[src/sv/dtgs_pkg.sv]
// Package: types, constants and hash helpers for the tuple generation store.
package dtgs_pkg;

  localparam int unsigned DefStoreDepth = 1024;
  localparam int unsigned DefMaxArity   = 4;
  localparam int unsigned DefSymbolBits = 64;
  localparam int unsigned NumSyms       = 4;
  localparam int unsigned CountW        = 11;

  localparam logic [63:0] HashBasis = 64'hcbf29ce484222325;
  localparam logic [63:0] HashPrime = 64'h00000100000001b3;

  localparam logic [1:0] CmdInsert = 2'd0;
  localparam logic [1:0] CmdSwap   = 2'd1;
  localparam logic [1:0] CmdCount  = 2'd2;

  localparam logic [0:0] RegArity = 1'b0;

  typedef struct packed {
    logic [1:0]  cmd;
    logic [63:0] sym_0;
    logic [63:0] sym_1;
    logic [63:0] sym_2;
    logic [63:0] sym_3;
  } in_item_t;

  typedef struct packed {
    logic        added;
    logic        store_full;
    logic        new_round;
    logic [10:0] visible_count;
    logic [10:0] pending_count;
    logic [63:0] tuple_hash;
  } out_item_t;

  // h * prime as a shift-add: prime = 2^40 + 0x1b3
  function automatic logic [63:0] mul_prime(input logic [63:0] h);
    logic [63:0] r;
    r = (h << 40) + (h << 8) + (h << 7) + (h << 5) + (h << 4) + (h << 1) + h;
    return r;
  endfunction

endpackage

[src/sv/dtgs_hash.sv]
// Iterative FNV-style hash unit: one multiply step per cycle.
module dtgs_hash (
  input  logic                          clk_i,
  input  logic                          rst_ni,
  input  logic                          start_i,
  input  logic [dtgs_pkg::NumSyms-1:0][63:0] syms_i,
  input  logic [2:0]                    arity_i,
  output logic                          done_o,
  output logic [63:0]                   hash_o
);
  import dtgs_pkg::*;

  logic [63:0] h_q, h_d;
  logic [2:0]  cnt_q, cnt_d;
  logic        half_q, half_d;
  logic        run_q, run_d;
  logic [63:0] sym;

  assign sym    = syms_i[cnt_q[1:0]];
  assign hash_o = h_q;
  // done holds until the next start
  assign done_o = run_q && (cnt_q == arity_i);

  always_comb begin
    h_d = h_q; cnt_d = cnt_q; half_d = half_q; run_d = run_q;
    if (start_i) begin
      h_d = HashBasis; cnt_d = '0; half_d = 1'b0; run_d = 1'b1;
    end else if (run_q && cnt_q != arity_i) begin
      if (!half_q) begin
        h_d = mul_prime(h_q ^ sym);
      end else begin
        h_d = mul_prime(h_q ^ {32'd0, sym[63:32]});
        cnt_d = cnt_q + 3'd1;
      end
      half_d = !half_q;
    end
  end

  always_ff @(posedge clk_i or negedge rst_ni) begin
    if (!rst_ni) begin
      cnt_q <= '0; half_q <= 1'b0; run_q <= 1'b0;
    end else begin
      cnt_q <= cnt_d; half_q <= half_d; run_q <= run_d;
    end
  end

  always_ff @(posedge clk_i) begin
    h_q <= h_d;
  end
endmodule

[config.mk]
export PLATFORM = sky130hd
export DESIGN_NAME = dtgs_hash
export DESIGN_NICKNAME = d
export VERILOG_FILES = /design/src/sv/dtgs_pkg.sv /design/src/sv/dtgs_hash.sv
export SDC_FILE = /design/constraint.sdc
export NUM_CORES = 2
export LEC_CHECK = 0
export ABC_AREA = 1
export CORE_ASPECT_RATIO = 0.7
export CORE_MARGIN = 2
export CORE_UTILIZATION = 30
export CTS_CLUSTER_SIZE = 16
export DETAILED_ROUTE_END_ITERATION = 12
export DONT_BUFFER_PORTS = 1
export SYNTH_ARGS = -nofsm -noshare
export SYNTH_HDL_FRONTEND = slang
export SYNTH_SLANG_ARGS = --single-unit
[constraint.sdc]
create_clock -name clk_i -period 17.2 [get_ports clk_i]
set_input_delay 0.86 -clock clk_i [delete_from_list [all_inputs] [get_ports clk_i]]
set_output_delay 0.86 -clock clk_i [all_outputs]
set_load 0.01 [all_outputs]
**Word level (Yosys, flattened, before mapping)**

Cells that the tools add are included.
W data, S select, Z words.

- Bits in registers: 69
- Bits in latches: 0
- RAM bits: 0
- Memory bits (read-only): 0
- Output and inout bits: 65
- Memories: 0

- Add/subtract/negate cells: 13
- $mul: 0
- Div/mod/pow operators: 0
- Order comparisons: 1
- Equality and inequality tests: 2
- Shifts and indexed selects: 0
- Muxes and demuxes: 8
- Bitwise gates (word level): 2
- Reduce and logical (&&, ||, !) cells: 6

Operators with widths:

| cell | number |
|---|---|
| $add A64 B64 Y64 | 12 |
| $bmux W64 S2 | 1 |
| $mux W64 | 2 |
| $xor A64 B32 Y64 | 1 |
| $xor A64 B64 Y64 | 1 |
| $mux W3 | 3 |
| $reduce_bool A2 Y1 | 2 |
| $add A3 B1 Y3 const B | 1 |
| $eq A3 B3 Y1 | 1 |
| $lt A2 B3 Y1 const B | 1 |
| $ne A3 B3 Y1 | 1 |
| $logic_and A1 B1 Y1 | 2 |
| $mux W1 | 2 |
| $reduce_and A2 Y1 | 1 |
| $logic_not A1 Y1 | 1 |

**Depth between registers and ports, before layout**

- Depth in word-level cells: 10
- Mapped depth: 34
- Gate-level depth less buffers: 32

**Worst setup path after synthesis**

Ideal clock, no wire load.

- Path kind: flip-flop to flip-flop
- Start point: register cnt_q[0]
- End point: register h_q[39] (netlist: hash_o[39])
- Setup time: 116 ps
- Arrival: 5498 ps
- Required time: 17084 ps
- Path slack: 11587 ps
- Cell stages (with the launch flop): 32
- Buffers on the path: 5
- Cells stage by stage: dfrtp_1 -> inv_2 -> buf_4 -> buf_2 -> buf_4 -> buf_4 -> buf_4 -> nand2_1 -> a32o_1 -> xnor2_1 -> inv_1 -> fa_1 -> inv_1 -> fa_1 -> fa_1 -> ha_1 -> ha_1 -> nand2_1 -> nor2_1 -> inv_1 -> nor2_1 -> inv_1 -> nor2_1 -> nand2_1 -> nand3_1 -> nand2_1 -> nand3_1 -> nand2_1 -> nand3_1 -> nand3_1 -> o21ai_0 -> inv_1

- Cells in the longest elaborated chain, start to end: 10
- Elaborated cells between the ends (all ways): 19
- Those cells by class: add/sub (12); eq/ne (1); mux (3); bitwise (2); reduce/logical (1)

RTL lines:

| element | line | text |
|---|---|---|
| start: declaration | dtgs_hash.sv:14 | `logic [2:0] cnt_q, cnt_d;` |
| start signal: assignment | dtgs_hash.sv:43 | `cnt_q <= cnt_d; half_q <= half_d; run_q <= run_d;` |
| $bmux W64 S2 | dtgs_hash.sv:19 | `assign sym = syms_i[cnt_q[1:0]];` |
| $mux W64 (not written as such) | dtgs_hash.sv:19 |  |
| $xor A64 B64 Y64 or $xor A64 B32 Y64 (tied branches) | dtgs_hash.sv:30, dtgs_hash.sv:32 |  |
| $add A64 B64 Y64 (6 in series) | dtgs_pkg.sv:39 | `r = (h << 40) + (h << 8) + (h << 7) + (h << 5) + (h << 4) + (h << 1) + h;` |
| $mux W64 | dtgs_hash.sv:29 | `if (!half_q) begin` |
| end signal: assignment | dtgs_hash.sv:48 | `h_q <= h_d;` |
| end: declaration | dtgs_hash.sv:13 | `logic [63:0] h_q, h_d;` |

Several ways; a longest one is shown, not always the timed one. The select of a mux whose other input is x is not followed.
A chain may end at the register's enable or synchronous reset.

**Worst setup path after layout**

- Start point: register cnt_q[1]
- End point: register h_q[42] (netlist: hash_o[42])

The elaborated chain is that of the path after synthesis.

==> impl_results.md <==
- Status: complete, no violations
- PortBufs: 0
- Crit Path Category: reg -> reg
- Storage element area: between 1000 and 1500 um^2
- DRT iter0 DRCs: approximately 4000
- EDFF count, synth: 0
- GP Congestion: between 1 and 1.5
- Largest net degree at the start of global routing: 85
- Met2 usage: a little over a third
- Bufs on Longest Clock Path: 2
- Pins Over Slew Limit: 0
- Post-CTS Setup Inserts: 0
- Setup TNS: 0 ns
- Row Count: 95
- Nets: between 4000 and 5000
- Multiplexer share of the synthesized area: 0%
- Root buf cell: clkbuf_16
- Antenna viol nets, final: 0
- Die area: slightly below 100000 um^2
- Number of fill cells: 10600
- Wire per inst: 27.6 um
- Measured slew at the worst slew-check pin: between 1 and 1.5 ns
- Most frequent cells in the layout: 889 x nand2_1, 724 x inv_1, 387 x fa_1
- Most used DFF post-synth: dfxtp_1
- Simple-gate share of the synthesized area: approximately a fifth
- # IOs: 327
- Synthesized cell area: 28900 um^2
- Num CTS Buffers: 9
- Area contributors post-synth: fa_1 27%, ha_1 12%, nand2_1 12%
- CTS resizes: 0
- Hold_ws: ~0.17 ns
- Post-Synth Adder-Cell Area: about two fifths
- All-Layer GR Usage: between 20% and 30%
- Total wire length: about 150000 um
- Fin crit share: between 50% and 60%
- CTS tree: built
- Met1 usage: between 40% and 50%
- Tmin final: around 8.7 ns
- Yosys top cell area share: between 20% and 30%
- Setup violations, final: 0
- Post-synthesis xor/xnor area fraction: just over 9%
- DRC: 0
- Largest family of logic cells by synthesized area: adder cells
- Library cells used by synthesis: 54
- Synth-to-Final Area Change: 6.43%
- Mapped Cells: 4055
- Rel. slew slack: about a quarter
- Detailed-route via count: about 29000
- Vias in the first global route: around 27000
- Sequential share of the synthesized area: under 10%
- Clk_lat worst skew: slightly below 0.4 ns
- Hold Path Class: in -> async
- Most common cell after layout, fill and taps aside: nand2_1
- Maximum clock frequency: between 100 and 150 MHz
- Core Area: approximately 96000 um^2
- Worst Path Arrival: 8.94 ns
- Final hold vios: 0
- RSZ-0062 raised after global routing: false
- Final clock skew: between 0.008 and 0.009 ns
- Post-placement cell count: roughly 5300
- GRT Max-Usage Layer: met1
- Layout cells sized above 1: 4.60%
- H-Tree Depth: 3
- Clk sink count: slightly below 70
- Average size of a mapped cell: slightly above 7 um^2
- CP Capture Type: register
- Crit path launch type: register
- Clock slew at reported path FFs: around 0.070 ns
- Max cap viols: 0
- Footprint of the multi-input gates: roughly 24000 um^2
- GR Overflow Total: 0
- Via/cell ratio: 5.38
- Initial Util: a little under a third
- #FFs+latches synth: just under 70
- Post-CTS Hold Fix Bufs: 0
- DP Wirelength: approximately 130000 um
- Ys async rst share: 7.25%
- Die width: ~370 um
- Die H: ~260 um
- Global-route wire length before repair: around 200000 um
- Post-synthesis compound-gate area fraction: about 15%
- Initial antenna violation count: 13
- WP data required: 17.48 ns
- Non-filler cells, final: around 5300
- Crit Path Max Fanout: around 80
- Post-synth net total: slightly below 5000
- Synth area leader: fa_1
- Met3 Use GR: ~12%
- DRT Pass-1 Iters: 6
- Synth warn: 0
worst paths after layout:
kind / from / end / slack (ns) / cells past startpoint
max: cnt_q[1] / hash_o[42] / 8.53 / 23
min: rst_ni / run_q / 0.17 / 0
max reg2reg: cnt_q[1] / hash_o[42] / 8.53 / 23
min reg2reg: run_q / run_q / 0.49 / 2
max in group asynchronous: rst_ni / cnt_q[0] / 16.92 / 0
min in group clk_i: run_q / run_q / 0.49 / 2
synth_stat cells, types with 29 or more instances:
master    count
a21o_1       43
a21oi_1     277
a32o_2       29
buf_2        33
dfxtp_1      64
fa_1        387
ha_1        268
inv_1       724
inv_2        33
nand2_1     889
nand3_1     207
nor2_1      335
o21ai_0     224
o21ai_1      46
o21bai_1     41
xnor2_1      38
xor2_1      163
xor2_2       36
worst max-delay path, stage by stage (launching register included):
cell and delay (ns):
dfrtp_1 0.82, inv_4 0.54, buf_4 0.71, a32o_2 0.41
xor2_1 0.77, inv_1 0.17, fa_1 0.53, fa_1 0.59
fa_1 0.45, fa_1 0.51, ha_1 0.48, nand2_1 0.17
nor2_1 0.23, inv_1 0.09, nor2_1 0.18, inv_1 0.08
nor3_1 0.66, nand3_1 0.15, nand3_1 0.17, a21oi_1 0.07
o21ai_0 0.31, nand3_1 0.13, o21ai_0 0.11, inv_1 0.05
layout make-up:
| type | count | area share [%] |
|---|---|---|
| Timing Repair Buffer | 39 | 0.953 |
| Clock buffer | 10 | 0.745 |
| Multi-Input combinational cell | 3158 | 79.0 |
| Sequential cell | 69 | 4.59 |
| Antenna cell | 16 | 0.130 |
| Inverter | 759 | 9.29 |
| Clock inverter | 6 | 0.159 |
| Tap cell | 1261 | 5.13 |
per-layer routing:
layer	part of all wire, %	up-vias
li1	-	12800
met1	48	13800
met2	35	1828
met3	15	113
met4	1.8	0
met5	0	-
registers in the layout (all words and copies together) (netlist names):
name and count:
hash_o 64, cnt_q 3, half_q 1, run_q 1
per-stage QoR:
stage               setup slack, ns  util (%)  instance area (um^2)
global route                   8.25      32.1                 30700
finish                         8.53      32.1                 30700
CTS                            8.85      32.1                 30700
floorplan                     11.59         -                 28900
global placement               8.82      31.8                 30400
detailed placement             8.92      31.8                 30400
cell families after synthesis:
logic type,Yosys count
xor gates and xnor gates,249
AOI/OAI and AO/OA,740
DFF,69
adders and majority gates,655
and+or+nand+nor,1514
buffers and inverters,828
Power is not shown: default switching activity piles up to over one toggle a cycle in this logic, so the estimate is an artifact.
