<file path="config.mk">
export PLATFORM = sky130hd
export DESIGN_NAME = dtgs_ram
export DESIGN_NICKNAME = d
export VERILOG_FILES = /design/src/sv/dtgs_ram.sv
export SDC_FILE = /design/constraint.sdc
export NUM_CORES = 1
export LEC_CHECK = 0
export BUFFER_PORTS_ARGS = -buffer_cell sky130_fd_sc_hd__buf_2
export CORE_ASPECT_RATIO = 1.1
export CORE_MARGIN = 5
export CORE_UTILIZATION = 65
export DETAILED_ROUTE_END_ITERATION = 6
export PLACE_DENSITY = 0.82
export SLEW_MARGIN = 20
export SYNTH_ARGS = -nofsm -noshare
export SYNTH_HDL_FRONTEND = slang
export SYNTH_SLANG_ARGS = --single-unit
</file>
<file path="constraint.sdc">
create_clock -name clk_i -period 2.8 [get_ports clk_i]
set_input_delay 0.56 -clock clk_i [delete_from_list [all_inputs] [get_ports clk_i]]
set_output_delay 0.56 -clock clk_i [all_outputs]
set_load 0.05 [all_outputs]
</file>
<file path="src/sv/dtgs_ram.sv">
// Generic single-port-write, single-read RAM with registered read data.
module dtgs_ram #(
  parameter int unsigned Width = 8,
  parameter int unsigned Depth = 16
) (
  input  logic                     clk_i,
  input  logic                     we_i,
  input  logic [$clog2(Depth)-1:0] waddr_i,
  input  logic [Width-1:0]         wdata_i,
  input  logic [$clog2(Depth)-1:0] raddr_i,
  output logic [Width-1:0]         rdata_o
);
  logic [Width-1:0] mem_q [Depth];

  always_ff @(posedge clk_i) begin
    if (we_i) begin
      mem_q[waddr_i] <= wdata_i;
    end
    rdata_o <= mem_q[raddr_i];
  end
endmodule

</file>
# Word-level counts from Yosys, hierarchy flattened

Memories as Yosys holds them, arrays and structs flattened. A register that Yosys moved wholly into a read port is not among the register bits.
Cells that the tools add are included.

Mux-type cells: 2

Operators by type and width:

| kind              | count |
|---|---|
| two-way mux 1 bit | 2 |

Input port bits: 18
Output and inout bits: 8
Register bits after elaboration: 0
Memories: 1
Memory bits (writable): 128
Word-level logic and storage cells: 3

Memory list:

| name  | words | bits a word | read ports | clocked after Yosys merged registers in | write ports | RTL line | text |
|---|---|---|---|---|---|---|---|
| mem_q | 16    | 8           | 1          | 1                                       | 1           | 13       | `logic [Width-1:0] mem_q [Depth];` |

# Depth between registers and ports, before layout

Gate-level depths: netlist (run 1).

Depth in word-level cells: 2
Depth in mapped cells: 5
Depth with buffers taken out: 3

# Least setup slack after synthesis (run 1)

Ideal clock, no wire load.

Kind: in2reg
From: input port waddr_i[2]
To: memory mem_q[0][0] (enable)
Cell stages on the path: 2
Data arrival time: 1670 ps
Data required time: 2417 ps
Setup time: 383 ps
Buffers on the path: 0
Path slack: 747 ps
Path through: or3b_2 > nor3_1

RTL lines:

| what               | RTL line | text |
|---|---|---|
| start: declaration | 8        | `input logic [$clog2(Depth)-1:0] waddr_i,` |
| end: declaration   | 13       |  |

Straight into the memory's write port.

# Final worst setup path (run 1)

From: input port waddr_i[2]
To: memory mem_q[2][1] (enable)

Straight into the memory's write port.

==> impl_metrics.ini, run 1 <==
[timing]
whs_ns = 0.4352
max_slew_margin_pct = 39.98
rsz0062_at_grt = no
post-route-period-util_pct = 62.84
hold_viol = 0
min_period_ns = 1.759
finClkSkew_ns = 0.005907
final.setup.tns_ns = 0
max_freq_mhz = 568.3
slew_viol_final = 0
finalSetupViolations = 0
tightest_slew_ns = 0.8969
worst_slack_ns = 1.041

[run]
maxCapViolCount = 0

[power]
power.density_mw_per_mm2 = 793.8
p_clk_share_pct = 47.1
irDropWorstVdd_mv = 0.5759
p_int_mw = 3.819
combPwrFrac_pct = 5.3
leakage_nw = 2.069
power.share.sequential_pct = 47.6
swShare_pct = 20.69
netSwitchingPower_mw = 0.9965

[place]
dp_hpwl_microns = 6216
routabilityCongestion = 0.7633
port_buffers = 25
preCtsSetupSlack_ns = 0.5399

[critical_path]
cp_slowest_cell = nor2_1
arrival_ns = 1.89
cp-start-kind = primary input
critPathMaxFanout = 8
setup.worst_path.start = waddr_i[2]
critPathMaxStageDelay_ns = 0.69
endpoint_kind = flop
required_ns = 2.93
cpLargestDelayFamily = simple AND/OR/NAND/NOR gates
worst-path-buf-inv = 1
cp_cell_sequence = buf_2, or3b_2, nor2_1
r2r-start = mem_q[10][1]$_DFFE_PP_
critPathKind = in2reg

[clock_tree]
cts_tree = built
insertion_delay_ns = 0.51
h-tree-depth = 4
post_cts.repair.setup_buffers = 0
cts_buffers = 17
ctsRootBufferMaster = clkbuf_8
cts_resized = 0
holdBufCountCts = 0
cts.reportedPaths.clkPinSlew_ns = 0.06
clockBufferDepth = 2
cts.sinks = 136

[cells_and_area]
fill_cells = 434
final_common_cell = edfxtp_1
multi_input_area_sq_mm = 0.001057
post-route-util_pct = 77.49
fin_nets = 295
diodes = 0
seq_area_sq_mm = 0.004004
drive_gt1_share_pct = 30.45
layout-area-overhead-vs-synth_pct = 17.84
mostFrequentLayoutCells = edfxtp_1, buf_2, mux4_2

[detailed_routing]
dr.first_iter.drc_count = 236
vias = 2474
ant_nets = 0
viasPerCell = 6.232
drc = 0
wl_per_cell_microns = 25.12
firstDrtPassIters = 5
wl_microns = 9971

[outcome]
status = complete, no violations

[yosys]
avgSynthCellArea_sq_um = 22.48
netlist_area_sq_mm = 0.005147
yosysUniqueCellTypes = 19
syn-num-nets = 247
yosysSeqAreaShare_pct = 77.78
yosys_warnings = 0
synthCells = 229
ys_seq_elements = 136

[min_path]
hold_path_startpoint = wdata_i[0]
hold_path_class = in2reg

[global_route]
grt_pass1_vias = 2559
gr-total-overflow = 0
antenna_found_initial = 0
grt_pass1_wl_microns = 15190
grt_max_degree = 19
grtUsageTotal_pct = 23.07

[die]
die_y_microns = 103.3
die_area_sq_mm = 0.009801
coreArea_sq_mm = 0.007828
rows = 34
ios = 26
die_x_microns = 94.85
initial_core_util_pct = 65.76
kinds of logic after synthesis:
logic type / Yosys count / synth area share, %
AO/OA/AOI/OAI: 16 / 2.334
multiplexers: 32 / 15.02
AND/OR/NAND/NOR: 35 / 3.184
buffers and inverters: 10 / 1.677
flip-flops: 136 / 77.78
Yosys cell counts, drive strengths merged:
cell | n | area [sq um]
edfxtp | 128 | 3844
buf | 7 | 56.30
nand3 | 1 | 5.000
nor3 | 4 | 20.02
nand2 | 9 | 33.78
and2 | 1 | 6.260
and2b | 1 | 7.510
clkdlybuf4s25 | 3 | 30.03
nor2b | 1 | 6.260
a22oi | 16 | 120.1
nand2b | 2 | 12.51
nand3b | 2 | 15.01
nor2 | 13 | 48.80
dfxtp | 8 | 160.2
mux4 | 32 | 773.2
or3b | 1 | 8.760
metal layers:
metal | vias up | global-route usage, % | part of all wire (%)
met4 | 0 | 8.990 | 1.5
met1 | 1245 | 30.83 | 39
met2 | 144 | 37.96 | 52
li1 | 1070 | - | -
met5 | - | 0 | 0
met3 | 15 | 4.993 | 7.0
cell type report:
| cell class | count | area share, % |
|---|---|---|
| Sequential cell | 136 | 66.01 |
| Clock buffer | 18 | 6.889 |
| Multi-Input combinational cell | 83 | 17.43 |
| Tap cell | 108 | 2.228 |
| Clock inverter | 13 | 3.238 |
| Timing Repair Buffer | 39 | 4.208 |
through the flow:
step | area, sq um | instances | power (mW)
floorplan | 5147 | 229 | 2.491
global placement | 5451 | 366 | 2.577
detailed placement | 5451 | 366 | 2.588
CTS | 6066 | 397 | 4.846
global route | 6066 | 397 | 4.978
finish | 6066 | 397 | 4.815
state kept, by name, indices dropped and copies added (netlist names):
register,flops
rdata_o,8
mem_q,128
power groups by stage:
stage / combinational, mW / clock, mW / sequential, mW
after floorplan: 0.116 / 0 / 2.38
after global placement: 0.248 / 0 / 2.33
after detailed placement: 0.255 / 0 / 2.33
after CTS: 0.259 / 2.29 / 2.29
after global routing: 0.271 / 2.41 / 2.29
final: 0.256 / 2.27 / 2.29
worst paths after layout:
check	endpoint	slack (ns)	cells after the start
min reg2reg	rdata_o[6]$_DFF_P_	0.68	3
min	mem_q[10][0]$_DFFE_PP_	0.44	1
max reg2reg	rdata_o[1]$_DFF_P_	1.40	3
max	mem_q[2][1]$_DFFE_PP_	1.04	3
Power figures use the tool's default switching activity.
==> run 2: changes to the inputs <==
- ABC_AREA: default -> 1
- CORE_UTILIZATION: 65 -> 55
- PLACE_DENSITY: 0.82 -> 0.73
- clock period: 2.8 -> 1.5 ns (I/O delays scaled with it)
==> impl_metrics.ini, run 2 <==
[outcome]
status = complete, no violations

[cells_and_area]
mostFrequentLayoutCells = nand2_1, edfxtp_1, inv_1
final_common_cell = nand2_1
fin_nets = 612
drive_gt1_share_pct = 12.85
reg_top3 = mem_q (128), rdata_o (8)
regMostFlops = mem_q
layout-area-overhead-vs-synth_pct = 16.25
diodes = 0
largest_register_ffs = 128
fill_cells = 828

[global_route]
grt_pass1_vias = 3731
grt_pass1_wl_microns = 20000
antenna_found_initial = 0
grtUsageTotal_pct = 21.34
gr-total-overflow = 0
grt_max_degree = 65

[timing]
final.setup.tns_ns = 0
rsz0062_at_grt = no
finClkSkew_ns = 0.006714
finalSetupViolations = 0
max_freq_mhz = 723.9
min_period_ns = 1.381
hold_viol = 0
post-route-period-util_pct = 92.10
slew_viol_final = 0
tightest_slew_ns = 0.4131
max_slew_margin_pct = 72.46

[detailed_routing]
vias = 3839
ant_nets = 0
wl_microns = 12530
firstDrtPassIters = 6
drc = 0
dr.first_iter.drc_count = 202
viasPerCell = 5.119
wl_per_cell_microns = 16.71

[die]
ios = 26
die_x_microns = 107.6
rows = 39
coreArea_sq_mm = 0.01034
die_y_microns = 117.4
die_area_sq_mm = 0.01264
initial_core_util_pct = 55.75

[yosys]
ys_seq_elements = 136
yosysTopAreaCell = edfxtp_1
synth_top_area_share_pct = 66.65
yosysUniqueCellTypes = 12
synth_xor_area_share_pct = 0
ys_async_sr_fraction_pct = 0
yosysMostFrequentCell = nand2_1
synth_ff_type = edfxtp_1
synth_edf_count = 128
yosysSeqAreaShare_pct = 69.43
synth_fa_ha_area_share_pct = 0
netlist_area_sq_mm = 0.005767
ys_top_cells_by_area = edfxtp_1, nand2_1, nand3_1, inv_1, dfxtp_1
yosys_warnings = 0
synth_top_family_by_area = simple AND/OR/NAND/NOR gates
synthMuxAreaShare_pct = 0
synth.top_cells.by_count = nand2_1, edfxtp_1, inv_1, nand3_1, nor2_1
syn-num-nets = 569
synthCells = 551
synth_compound_area_share_pct = 0
avgSynthCellArea_sq_um = 10.47
synth-simple-area-share_pct = 21.05

[critical_path]
arrival_ns = 1.08
critPathMaxStageDelay_ns = 0.38
cp-start-kind = flop
endpoint_kind = primary output
required_ns = 1.20
cp_cell_sequence = buf_2
cp_slowest_cell = dfxtp_1
critPathKind = reg2out
worst-path-buf-inv = 1
cpLargestDelayFamily = flip-flops
critPathMaxFanout = 1

[place]
port_buffers = 25
dp_hpwl_microns = 7985
routabilityCongestion = 0.8789

[clock_tree]
cts_tree = built
clockBufferDepth = 2
insertion_delay_ns = 0.41
cts_buffers = 17
post_cts.repair.setup_buffers = 0
cts.sinks = 136
cts.reportedPaths.clkPinSlew_ns = 0.06
h-tree-depth = 4
ctsRootBufferMaster = clkbuf_16
holdBufCountCts = 0
cts_resized = 0

[power]
power.total_mw = 8.890
irDropWorstVdd_mv = 1.606
leakage_nw = 2.934
power.density_mw_per_mm2 = 1326

[run]
maxCapViolCount = 0

[min_path]
hold_path_class = in2reg
[run 2: final cells by class]
cell class	count	area [sq um]	share of cell area, %
clock inverters	9	98.84	1.474
repair buffers	48	347.8	5.189
multi-input cells	289	1214	18.10
well taps	143	178.9	2.669
clock buffers	23	478.0	7.130
inverters	102	382.9	5.711
flip-flops and latches	136	4004	59.72
[run 2: per-layer routing]
metal,GRT usage (%),part of all wire (%)
met5,0,0
met4,9.155,3.0
met3,5.275,4.9
met2,34.06,51
met1,27.72,41
[run 2: metrics by stage]
| step | hold WS (ns) | std cells | utilization (%) | setup slack, ns | cell area [sq um] |
|---|---|---|---|---|---|
| 3_5_place_dp | 0.6646 | 718 | 59.23 | 0.1498 | 6127 |
| 3_3_place_gp | 0.6575 | 718 | 59.23 | 0.1709 | 6127 |
| 5_1_grt | 0.2383 | 750 | 64.80 | 0.09071 | 6704 |
| 6_report | 0.2509 | 750 | 64.80 | 0.1186 | 6704 |
| 4_1_cts | 0.2348 | 750 | 64.80 | 0.09987 | 6704 |
| 2_1_floorplan | 0.3989 | 551 | - | 0.2492 | 5767 |
[run 2: worst register-to-register path, stage by stage (launching register included)]
cell	delay, ns
edfxtp_1	0.35
inv_1	0.06
nand2_1	0.05
nand3_1	0.09
nand3_1	0.12
nand3_1	0.15
nand2_1	0.08
[run 2: cell families after synthesis]
kind of cell | count (synthesis)
and+or+nand+nor | 289
DFF | 136
buffers and inverters | 126
[run 2: final timing paths]
path / startpoint / endpoint / slack, ns / cells past startpoint
hold reg to reg: mem_q[10][3]$_DFFE_PP_ / rdata_o[3]$_DFF_P_ / 0.67 / 6
hold / removal: raddr_i[3] / rdata_o[3]$_DFF_P_ / 0.25 / 3
setup / recovery: rdata_o[1]$_DFF_P_ / rdata_o[1] / 0.12 / 1
setup reg to reg: mem_q[5][2]$_DFFE_PP_ / rdata_o[2]$_DFF_P_ / 0.49 / 6
[run 2: report_power, final]
part	switching [mW]	internal [mW]	leakage, nW
Combinational	0.441	0.166	1.43
Sequential	0.0312	4.25	1.22
Clock	1.44	2.56	0.280
Total	1.91	6.98	2.93
==> run 3: changes to the inputs <==
- CORE_UTILIZATION: 55 -> 61
- PLACE_DENSITY: 0.73 -> 0.77
- REMOVE_ABC_BUFFERS: default -> 1
- clock period: 1.5 -> 1.52 ns (I/O delays scaled with it)
==> impl_metrics.ini, run 3 (synthesis gave the netlist of run 2 again) <==
[outcome]
status = complete, no violations

[timing]
worst_slack_ns = 0.05641
final.setup.tns_ns = 0
max_freq_mhz = 683.2
whs_ns = 0.1675
finClkSkew_ns = 0.005346
min_period_ns = 1.464
post-route-period-util_pct = 96.29
rsz0062_at_grt = no
hold_viol = 0
max_slew_margin_pct = 76.89
tightest_slew_ns = 0.3466
slew_viol_final = 0
finalSetupViolations = 0

[power]
irDropWorstVdd_mv = 1.133
swShare_pct = 21.71
netSwitchingPower_mw = 1.893
combPwrFrac_pct = 6.7
power.share.sequential_pct = 48.4
leakage_nw = 2.944
p_int_mw = 6.826
p_clk_share_pct = 44.9
power.density_mw_per_mm2 = 1305

[clock_tree]
cts_buffers = 17
cts.sinks = 136
h-tree-depth = 4
ctsRootBufferMaster = clkbuf_8
clockBufferDepth = 2
insertion_delay_ns = 0.52
cts_resized = 0
holdBufCountCts = 0
cts.reportedPaths.clkPinSlew_ns = 0.06
post_cts.repair.setup_buffers = 0
cts_tree = built

[cells_and_area]
fin_nets = 617
reg_top3 = mem_q (128), rdata_o (8)
regMostFlops = mem_q
mostFrequentLayoutCells = nand2_1, edfxtp_1, inv_1
final_common_cell = nand2_1
fill_cells = 615
diodes = 0
seq_area_sq_mm = 0.004004
drive_gt1_share_pct = 13.89
layout-area-overhead-vs-synth_pct = 15.88
largest_register_ffs = 128
multi_input_area_sq_mm = 0.001214

[global_route]
gr-total-overflow = 0
grt_pass1_vias = 3857
grt_max_degree = 65
grtUsageTotal_pct = 23.12
grt_pass1_wl_microns = 19540
antenna_found_initial = 0

[detailed_routing]
ant_nets = 0
wl_per_cell_microns = 16.47
firstDrtPassIters = 6
viasPerCell = 5.401
wl_microns = 12000
drc = 0
vias = 3937
dr.first_iter.drc_count = 309

[critical_path]
required_ns = 1.22
critPathMaxStageDelay_ns = 0.36
critPathKind = reg2out
worst-path-buf-inv = 1
cpLargestDelayFamily = flip-flops
cp_slowest_cell = dfxtp_1
endpoint_kind = primary output
arrival_ns = 1.16
cp-start-kind = flop
cp_cell_sequence = buf_2
r2r_slack_ns = 0.54
critPathMaxFanout = 1

[die]
ios = 26
die_y_microns = 112.0
rows = 37
initial_core_util_pct = 61.97
die_area_sq_mm = 0.01150
die_x_microns = 102.7
coreArea_sq_mm = 0.009305

[min_path]
hold_path_class = in2reg

[place]
preCtsSetupSlack_ns = 0.1509
port_buffers = 25
routabilityCongestion = 0.8593
dp_hpwl_microns = 7552

[run]
maxCapViolCount = 0
## run 3: changes by cell type in the layout (fill, tap and decap cells not counted), moves of 2 or more
cell	delta
buf_12	-2
buf_4	+7
clkbuf_1	-2
clkbuf_8	-2
clkinvlp_4	+2
## run 3: layout make-up
cell class                      count  area share, %
Timing Repair Buffer               53          5.392
Multi-Input combinational cell    289          18.16
Clock buffer                       18          6.254
Inverter                          102          5.729
Clock inverter                     14          2.359
Sequential cell                   136          59.91
Tap cell                          117          2.191
## run 3: per-stage QoR
step	power, mW	instances	instance area (sq um)	utilization [%]
floorplan	4.603	527	5600	-
global route	9.010	729	6683	71.82
finish	8.719	729	6683	71.82
CTS	8.782	729	6683	71.82
detailed placement	4.875	697	6107	65.63
global placement	4.859	697	6107	65.63
## run 3: final timing paths
| check | startpoint | to | depth (start not counted) |
|---|---|---|---|
| hold reg to reg | mem_q[15][4]$_DFFE_PP_ | rdata_o[4]$_DFF_P_ | 6 |
| hold / removal | raddr_i[3] | rdata_o[1]$_DFF_P_ | 3 |
| setup / recovery | rdata_o[6]$_DFF_P_ | rdata_o[6] | 1 |
| setup reg to reg | mem_q[13][7]$_DFFE_PP_ | rdata_o[7]$_DFF_P_ | 6 |
## run 3: power groups by stage
stage	clock, mW	sequential [mW]	combinational, mW
floorplan	0	4.38	0.226
global placement	0	4.29	0.566
detailed placement	0	4.30	0.578
CTS	3.98	4.22	0.586
global route	4.14	4.23	0.645
finish	3.91	4.22	0.587
## run 3: routing by layer
metal	vias up	routed length (microns)	track usage, %	share of wire (%)
li1	1870	-	-	-
met1	1870	4759	29.33	40
met4	0	388	10.85	3.2
met2	159	6103	37.17	51
met3	38	751	5.639	6.3
met5	-	0	0	0
